[src/rtl/sbce_pkg.sv]
// shared types and constants for the six-bit character encoder
`timescale 1ns / 1ps
`default_nettype none

package sbce_pkg;

  localparam logic [7:0] CHAR_BASE = 8'h30;
  localparam logic [7:0] LINE_FEED = 8'h0A;
  localparam logic [5:0] DIGIT_MASK = 6'h3F;
  localparam logic [31:0] SAT_LIMIT_1 = 32'h0000_003F;
  localparam logic [31:0] SAT_LIMIT_2 = 32'h0000_0FFF;
  localparam logic [31:0] SAT_LIMIT_3 = 32'h0003_FFFF;
  localparam logic [31:0] SAT_LIMIT_4 = 32'h00FF_FFFF;
  localparam logic [2:0] CHARS_RESET = 3'd3;
  localparam logic [2:0] MAX_RESULTS = 3'd7;
  localparam int QUEUE_DEPTH = 2;

  typedef struct packed {
    logic [31:0] value;
    logic        last_value;
  } in_beat_t;

  typedef struct packed {
    logic [7:0] out_char;
    logic       last_of_run;
  } out_beat_t;

  // one classified value: digits left-aligned, digit count minus one
  typedef struct packed {
    logic [23:0] digits;
    logic [1:0]  rem;
    logic        last;
  } job_t;

  typedef enum logic [1:0] {
    PH_DIGIT,
    PH_CHK,
    PH_LF
  } phase_t;

endpackage

`default_nettype wire

[src/rtl/sbce_front.sv]
// front end: saturates each value and left-aligns its digits
`timescale 1ns / 1ps
`default_nettype none

module sbce_front
  import sbce_pkg::*;
(
  input  wire in_beat_t   item,
  input  wire logic [2:0] chars_per_value,
  output job_t            job
);

  logic [1:0]  rem;
  logic [31:0] limit;
  logic [31:0] sat;

  always_comb begin
    if (chars_per_value == 3'd0) begin
      rem = 2'd0;
    end else if (chars_per_value > 3'd4) begin
      rem = 2'd3;
    end else begin
      rem = 2'(chars_per_value - 3'd1);
    end
  end

  always_comb begin
    unique case (rem)
      2'd0: limit = SAT_LIMIT_1;
      2'd1: limit = SAT_LIMIT_2;
      2'd2: limit = SAT_LIMIT_3;
      default: limit = SAT_LIMIT_4;
    endcase
  end

  assign sat = (item.value > limit) ? limit : item.value;

  always_comb begin
    job.rem = rem;
    job.last = item.last_value;
    unique case (rem)
      2'd0: job.digits = {sat[5:0], 18'd0};
      2'd1: job.digits = {sat[11:0], 12'd0};
      2'd2: job.digits = {sat[17:0], 6'd0};
      default: job.digits = sat[23:0];
    endcase
  end

endmodule

`default_nettype wire

[src/rtl/sbce_queue.sv]
// small queue between front and back
`timescale 1ns / 1ps
`default_nettype none

module sbce_queue
  import sbce_pkg::*;
(
  input  wire logic clk,
  input  wire logic rst,
  input  wire logic push,
  input  wire job_t push_job,
  output logic      full,
  input  wire logic pop,
  output logic      not_empty,
  output job_t      head
);

  localparam int PTR_W = $clog2(QUEUE_DEPTH);
  localparam int CNT_W = $clog2(QUEUE_DEPTH + 1);

  job_t             entries [QUEUE_DEPTH];
  logic [PTR_W-1:0] wr_ptr;
  logic [PTR_W-1:0] rd_ptr;
  logic [CNT_W-1:0] count;

  assign full = (count == CNT_W'(QUEUE_DEPTH));
  assign not_empty = (count != '0);
  assign head = entries[rd_ptr];

  always_ff @(posedge clk) begin
    if (push) begin
      entries[wr_ptr] <= push_job;
    end
  end

  always_ff @(posedge clk) begin
    if (rst) begin
      wr_ptr <= '0;
      rd_ptr <= '0;
      count <= '0;
    end else begin
      if (push) begin
        wr_ptr <= (wr_ptr == PTR_W'(QUEUE_DEPTH - 1)) ? '0 : wr_ptr + 1'b1;
      end
      if (pop) begin
        rd_ptr <= (rd_ptr == PTR_W'(QUEUE_DEPTH - 1)) ? '0 : rd_ptr + 1'b1;
      end
      if (push && !pop) begin
        count <= count + 1'b1;
      end else if (pop && !push) begin
        count <= count - 1'b1;
      end
    end
  end

endmodule

`default_nettype wire

[src/rtl/sbce_back.sv]
// back end: emits characters, keeps the line count and sum, closes lines
`timescale 1ns / 1ps
`default_nettype none

module sbce_back
  import sbce_pkg::*;
#(
  parameter int LINE_CHARS = 64
) (
  input  wire logic clk,
  input  wire logic rst,
  input  wire logic job_valid,
  input  wire job_t job,
  output logic      job_pop,
  output logic      out_valid,
  input  wire logic out_ready,
  output out_beat_t out_data
);

  localparam logic [6:0] LINE_LIM = 7'(LINE_CHARS);

  logic        busy;
  phase_t      phase;
  logic [23:0] digits;
  logic [1:0]  rem;
  logic        last;
  logic        digits_done;
  logic [6:0]  line_count;
  logic [7:0]  line_sum;
  logic [2:0]  emit_cnt;

  phase_t      phase_next;
  logic [7:0]  cur_byte;
  logic        is_end;
  logic        step;
  logic        drop;
  logic [7:0]  digit_char;
  logic [6:0]  count_inc;
  logic        close;

  assign digit_char = {2'b00, digits[23:18]} + CHAR_BASE;
  assign count_inc = line_count + 7'd1;
  assign close = (count_inc >= LINE_LIM);
  assign drop = (emit_cnt == MAX_RESULTS);
  assign step = busy && (drop || !out_valid || out_ready);
  assign job_pop = job_valid && (!busy || (step && is_end));

  // byte of this step, its successor phase and whether it ends the item
  always_comb begin
    cur_byte = digit_char;
    is_end = 1'b0;
    phase_next = phase;
    unique case (phase)
      PH_DIGIT: begin
        cur_byte = digit_char;
        if (close || (rem == 2'd0 && last)) begin
          phase_next = PH_CHK;
        end else begin
          phase_next = PH_DIGIT;
          is_end = (rem == 2'd0);
        end
      end
      PH_CHK: begin
        cur_byte = {2'b00, line_sum[5:0] & DIGIT_MASK} + CHAR_BASE;
        phase_next = PH_LF;
      end
      default: begin
        cur_byte = LINE_FEED;
        phase_next = PH_DIGIT;
        is_end = digits_done;
      end
    endcase
  end

  always_ff @(posedge clk) begin
    if (job_pop) begin
      digits <= job.digits;
      rem <= job.rem;
      last <= job.last;
      digits_done <= 1'b0;
    end else if (step && phase == PH_DIGIT) begin
      digits <= {digits[17:0], 6'd0};
      digits_done <= (rem == 2'd0);
      if (rem != 2'd0) begin
        rem <= rem - 2'd1;
      end
    end
    if (step && !drop) begin
      out_data.out_char <= cur_byte;
      out_data.last_of_run <= is_end || (emit_cnt == MAX_RESULTS - 3'd1);
    end
  end

  // an item always ends on a step whose successor phase is PH_DIGIT
  always_ff @(posedge clk) begin
    if (rst) begin
      busy <= 1'b0;
      phase <= PH_DIGIT;
      line_count <= '0;
      line_sum <= '0;
      emit_cnt <= '0;
      out_valid <= 1'b0;
    end else begin
      if (step) begin
        if (phase == PH_DIGIT) begin
          line_count <= count_inc;
          line_sum <= line_sum + digit_char;
        end else if (phase == PH_CHK) begin
          line_count <= '0;
          line_sum <= '0;
        end
        phase <= phase_next;
      end
      if (job_pop) begin
        emit_cnt <= '0;
      end else if (step && !drop) begin
        emit_cnt <= emit_cnt + 3'd1;
      end
      if (job_pop) begin
        busy <= 1'b1;
      end else if (step && is_end) begin
        busy <= 1'b0;
      end
      if (step && !drop) begin
        out_valid <= 1'b1;
      end else if (out_ready) begin
        out_valid <= 1'b0;
      end
    end
  end

endmodule

`default_nettype wire

[src/rtl/six_bit_char_encoder_with_line_checksum_core.sv]
// top level of the six-bit character encoder with line checksum
// input channel in_valid/in_ready/in_data carries one value beat and its
// last flag; output channel out_valid/out_ready/out_data carries one byte
// beat, with last_of_run set on the final byte of each input value.
// cfg_we/cfg_wdata write chars_per_value (1 to 4); the user must do so only
// while the block is idle, the block itself does not enforce it. the back
// end sends one byte per cycle while out_ready is high and values wait: a
// value gives chars_per_value digits, plus a checksum and line feed pair
// for each line it closes. at most seven bytes reach the output per value
// and any beyond are skipped one a cycle. a two-entry queue sits between
// the front and back, so values keep being accepted while bytes drain.
// when the receiver stalls, the output register holds its byte and the
// queue fills, after which in_ready drops. reset clears the line count and
// sum, empties the queue and sets chars_per_value to 3.
`timescale 1ns / 1ps
`default_nettype none

module six_bit_char_encoder_with_line_checksum_core
  import sbce_pkg::*;
#(
  parameter int LINE_CHARS = 64
) (
  input  wire logic       clk,
  input  wire logic       rst,
  input  wire logic       in_valid,
  output logic            in_ready,
  input  wire in_beat_t   in_data,
  output logic            out_valid,
  input  wire logic       out_ready,
  output out_beat_t       out_data,
  input  wire logic       cfg_we,
  input  wire logic [2:0] cfg_wdata
);

  logic [2:0] chars_per_value;
  job_t       front_job;
  job_t       head_job;
  logic       q_full;
  logic       q_not_empty;
  logic       q_pop;

  always_ff @(posedge clk) begin
    if (rst) begin
      chars_per_value <= CHARS_RESET;
    end else if (cfg_we) begin
      chars_per_value <= cfg_wdata;
    end
  end

  assign in_ready = !q_full;

  sbce_front u_front (
    .item            (in_data),
    .chars_per_value (chars_per_value),
    .job             (front_job)
  );

  sbce_queue u_queue (
    .clk       (clk),
    .rst       (rst),
    .push      (in_valid && !q_full),
    .push_job  (front_job),
    .full      (q_full),
    .pop       (q_pop),
    .not_empty (q_not_empty),
    .head      (head_job)
  );

  sbce_back #(
    .LINE_CHARS (LINE_CHARS)
  ) u_back (
    .clk       (clk),
    .rst       (rst),
    .job_valid (q_not_empty),
    .job       (head_job),
    .job_pop   (q_pop),
    .out_valid (out_valid),
    .out_ready (out_ready),
    .out_data  (out_data)
  );

endmodule

`default_nettype wire
[config.mk]
export PLATFORM = sky130hd
export DESIGN_NAME = six_bit_char_encoder_with_line_checksum_core
export DESIGN_NICKNAME = d
export VERILOG_FILES = /design/src/rtl/sbce_pkg.sv /design/src/rtl/sbce_front.sv /design/src/rtl/sbce_queue.sv /design/src/rtl/sbce_back.sv /design/src/rtl/six_bit_char_encoder_with_line_checksum_core.sv
export SDC_FILE = /design/constraint.sdc
export NUM_CORES = 1
export LEC_CHECK = 0
export ABC_CLOCK_PERIOD_IN_PS = 7400
export BUFFER_PORTS_ARGS = -buffer_cell sky130_fd_sc_hd__buf_2
export CORE_ASPECT_RATIO = 0.75
export CORE_MARGIN = 2
export CORE_UTILIZATION = 55
export CTS_CLUSTER_DIAMETER = 200
export DETAILED_ROUTE_END_ITERATION = 8
export PLACE_DENSITY = 0.71
export SLEW_MARGIN = 15
export SYNTH_ARGS = -nofsm -noshare
export SYNTH_HDL_FRONTEND = slang
export SYNTH_HIERARCHICAL = 1
export SYNTH_SLANG_ARGS = --single-unit
[constraint.sdc]
create_clock -name clk -period 7.4 [get_ports clk]
set_input_delay 0.37 -clock clk [delete_from_list [all_inputs] [get_ports clk]]
set_output_delay 0.37 -clock clk [all_outputs]
set_load 0.01 [all_outputs]
### Word level (Yosys, flattened, before mapping)

Memories as Yosys holds them, arrays and structs flattened. A register that Yosys moved wholly into a read port is not among the register bits.
Index checks and enable logic that the tools add are counted.

* memories kept: 1
* output and inout bits: 11
* logic and storage cells: 103
* register bits: 66
* input port bits: 41
* bits in writable memories: 54

Memories
* u_queue.entries: depth 2, bits a word 27, read ports 1, clocked after Yosys merged registers in 1, wr ports 1, line sbce_queue.sv:21 `job_t entries [QUEUE_DEPTH];`

* eq/ne operators: 6
* muxes and demuxes: 31
* reduce and logical (&&, ||, !) cells: 35
* add/subtract/negate cells: 11
* magnitude comparators: 3

Operators with widths (number)
* 24-bit case mux with 3 select lines: 2
* 24-bit two-way mux: 3
* 32-bit by 24-bit greater-than comparator with 1-bit output: 1
* 8-bit two-way mux: 2
* 8-bit case mux with 2 select lines: 1
* 2-bit nonzero test: 8
* 6-bit by 6-bit adder with 7-bit output (second input constant): 2
* 2-bit two-way mux: 7
* 7-bit two-way mux: 2
* 1-bit two-way mux: 12
* 1-bit logical AND: 9
* 8-bit adder: 1
* 7-bit by 1-bit adder with 7-bit output (second input constant): 1
* 7-bit greater-or-equal comparator (second input constant): 1
* 3-bit equality test (second input constant): 2
* 1-bit logical NOT: 6
* 2-bit logical NOT: 3
* 2-bit by 1-bit subtractor with 2-bit output (second input constant): 3
* 1-bit logical OR: 5
* 2-bit by 1-bit equality test with 1-bit output (second input constant): 2
* 2-bit equality test (second input constant): 2
* 2-bit case mux with 2 select lines: 1
* 2-bit AND reduction: 2
* 3-bit by 1-bit adder with 3-bit output (second input constant): 1
* other kinds (6): 7

### Depth between registers and ports, before layout

* depth in word-level cells: 11
* gate-level depth with buffers: 19
* mapped depth without buffers: 14

### By module

Netlist, hierarchy kept.

By module, submodules not included
* sbce_back: instances 1, cells an instance 227, area each 2698.8 um^2, sequential area each 1471.4 um^2
* sbce_queue: instances 1, cells an instance 106, area each 2163.3 um^2, sequential area each 1721.7 um^2
* sbce_front: instances 1, cells an instance 203, area each 1276.2 um^2, sequential area each 0.0 um^2
* six_bit_char_encoder_with_line_checksum_core: instances 1, cells an instance 11, area each 113.9 um^2, sequential area each 60.1 um^2

### Worst setup path after synthesis

No wires, ideal clock.

* path kind: flip-flop to flip-flop
* from: register chars_per_value[0]
* to: memory u_queue/entries[0][24] (netlist name) (data pin)
* path slack: 3674 ps
* required time: 7240 ps
* arrival time: 3565 ps
* cell stages (with the launch flop): 19
* library setup time: 160 ps
* period minus slack after synthesis: 3726 ps
* path buffers: 4
* cell sequence: dfxtp_1 clkbuf_1 inv_1 ha_1 buf_2 nor2_1 nor2_1 inv_1 nand2_1 clkbuf_1 ha_1 nand4_1 nor4_1 o31ai_1 a32o_1 buf_6 a21o_1 a211o_1 a2bb2oi_1

RTL lines
* from (decl): line six_bit_char_encoder_with_line_checksum_core.sv:35 `logic [2:0] chars_per_value;`
* from (signal assigned): line six_bit_char_encoder_with_line_checksum_core.sv:46 `chars_per_value <= cfg_wdata;`
* to (decl): line sbce_queue.sv:21

==> impl_metrics.toml <==
[yosys]
yosys.area.top_type = "edfxtp_1"
synthArstFlopShare = 0
synth_top_family_by_area = "simple AND/OR/NAND/NOR gates"
synthDominantCellAreaShare = 0.4275
synth_compound_area_frac = 0.1293
synth_flop_cell = "edfxtp_1"
yosysMostFrequentCell = "edfxtp_1"
ys_top_cells_by_count = "edfxtp_1 (89), nand2_1 (55), mux2_2 (39), nor2_1 (37), a21oi_1 (30)"
synth_simple_gate_area_share = 0.1403
ys_warn_count = 6
netlist_area_mm2 = 0.006252
synth_xor_area_frac = 0.01541
syn_nets = 618
ys_top_cells_by_area = "edfxtp_1 (43%), dfxtp_1 (9.3%), mux2_2 (7.0%)"
synthMuxAreaShare = 0.09246
ys_seq_area_frac = 0.5203
synth_cell_type_count = 65
synth_edf_count = 89
synth-seq-cells = 118
syn_inst = 547
synth_area_per_cell_um2 = 11.43
synthAdderAreaFrac = 0.06304

[timing]
fin_worst_skew_ns = 0.007307
final-hold-violation-count = 0
finalCriticalPeriod_ns = 5.002
maxSlewHeadroom = 0.3966
max_slew.worst_pin.slew_ns = 0.9052
max_freq_mhz = 199.9
setup-violations-final = 0
rsz0062_at_grt = "no"
setup_tns_ns = 0
min_period_over_period = 0.6759
setup_slack_ns = 2.398
maxSlewViolCount = 0

[place]
gp_congestion = 0.9777
dp_hpwl_um = 9503
pre_cts_slack_ns = 2.522
numPortBuffers = 50

[detailed_routing]
drc_errors = 0
vias = 4394
initialDrtViolationCount = 405
wire_per_inst_um = 18.03
first_pass_iters = 5
wirelength_um = 13450
viasPerCell = 5.890
antenna_left = 0

[finish]
nFillCells = 855
drive_gt1_frac = 0.2409
fin_nets = 664
area_growth_pct = 14.61
diodes = 0

[power]
cellLeakagePower_uw = 0.002674
p_per_area_mw_per_mm2 = 375.3
power.share.switching = 0.3152
internal-power_uw = 1842
clkPwrFrac = 0.301
power_frac_seq = 0.395
combinationalPowerShare = 0.305
power.net_switching_uw = 847.6
ir_drop_uv = 233.8

[cts]
clk_latency_ns = 0.41
cts_made_buffers = 17
cts_resized = 0
cts_tree = "yes"
htreeDepth = 4
clock_sinks = 118
postCtsSetupBuffers = 0
cts.path.max_buffers = 2
clk_pin_slew_ns = 0.06
root_buffer = "clkbuf_16"
ctsHoldBuffers = 0

[status]
outcome = "completed"

[hold_path]
holdPathStages = 1
hp-class = "in -> reg"

[worst_setup_path]
path_class = "reg -> reg"
reg2reg_depth = 14
cp.required_ns = 7.55
critPathCaptureType = "flip-flop"
crit_fanout = 27
crit_path_start_kind = "flip-flop"
crit_arrival_ns = 5.15

[global_route]
grt_pass1_vias = 4212
grt_max_degree = 28
track_usage = 0.2314
grt_pass1_wl_um = 21360
grt_overflow = 0
antenna_found_initial = 0

[floorplanning]
core_mm2 = 0.01098
die_w_um = 127.1
start_util = 0.5693
dieArea_mm2 = 0.01225
rows = 33
dieHeight_um = 96.34
pin_count = 52

[flow_run]
cap_violations = 0
==> cells in the final DEF (no fill, tap or decap), drive strengths merged, types with 10 or more instances in the layout <==
cell type and count:
a211oi 10, a21oi 31, buf 56, clkbuf 20
dfxtp 29, edfxtp 89, ha 29, inv 19
mux2 46, nand2 57, nor2 37, nor2b 14
o21ai 20
==> cell type report <==
cell class / instances / area (µm²) / area share
Multi-Input combinational cell: 381 / 2763 / 0.3855
Inverter: 19 / 71.32 / 0.009953
Timing Repair Buffer: 56 / 295.3 / 0.04121
Tap cell: 140 / 175.2 / 0.02445
Sequential cell: 118 / 3253 / 0.4540
Clock inverter: 12 / 118.9 / 0.01659
Clock buffer: 20 / 489.2 / 0.06827
==> final timing paths <==
| check | end | start | slack (ns) |
|---|---|---|---|
| worst min register to register | u_back/line_sum[5] | u_back/line_sum[5] | 0.47 |
| worst max-delay path | u_queue/entries[0][22] | chars_per_value[0] | 2.40 |
| worst max register to register | u_queue/entries[0][22] | chars_per_value[0] | 2.40 |
| worst min-delay path | u_queue/entries[1][0] | in_data[0] | 0.15 |
==> worst max-delay path: stages (launching register included) <==
cell and delay, ns:
dfxtp_1 0.49, inv_1 0.14, ha_1 0.40, nor2_1 0.15, nor2_1 0.06, buf_4 0.22
inv_1 0.38, nand2_1 0.43, ha_1 0.44, nand4_1 0.17, a2111oi_0 0.44, a32o_1 0.84
and2_1 0.28, a211oi_1 0.06, o22a_1 0.22
==> metrics by stage <==
| step | utilization | cells | total power (µW) | instance area (µm²) | hold slack [ns] |
|---|---|---|---|---|---|
| 2_1_floorplan | - | 547 | 1684 | 6252 | 0.4391 |
| 3_3_place_gp | 0.5968 | 714 | 1846 | 6555 | 0.4564 |
| 3_5_place_dp | 0.5968 | 714 | 1884 | 6555 | 0.4626 |
| 4_1_cts | 0.6522 | 746 | 2703 | 7163 | 0.1410 |
| 5_1_grt | 0.6524 | 746 | 2842 | 7166 | 0.1428 |
| 6_report | 0.6524 | 746 | 2689 | 7166 | 0.1529 |
==> power by group through the flow <==
stage                     sequential, µW  clock, µW  combinational, µW
final                               1060        809                819
after detailed placement            1070          0                810
after global routing                1080        849                911
after CTS                           1060        820                821
after global placement              1070          0                780
after floorplan                     1060          0                628
==> sequential cells by signal (all words and copies together) (netlist names), 2 cells and up, named ones only <==
signal             cells
chars_per_value        3
u_back/digits         24
u_queue/count          2
u_back/emit_cnt        3
u_back/rem             2
u_back/out_data        8
u_back/line_sum        6
u_back/phase           2
u_queue/entries       54
u_back/line_count      7
==> cell families (layout without fill, tap and decap cells) <==
logic type,count (synthesis),after routing
AO/OA/AOI/OAI,115,115
XOR/XNOR,11,11
adder cells (fa/ha/maj),31,31
buffers and inverters,48,107
flip-flops,118,118
multiplexers,52,52
other,1,1
AND/OR/NAND/NOR,171,171
==> metal layers <==
metal / vias up / global-route usage / part of all wire
li1: 2119 / - / -
met1: 2100 / 0.3177 / 0.47
met2: 158 / 0.3607 / 0.45
met3: 17 / 0.06782 / 0.075
met4: 0 / 0.06777 / 0.011
met5: - / 0 / 0
Note: power is estimated with default switching activity, not from simulation.
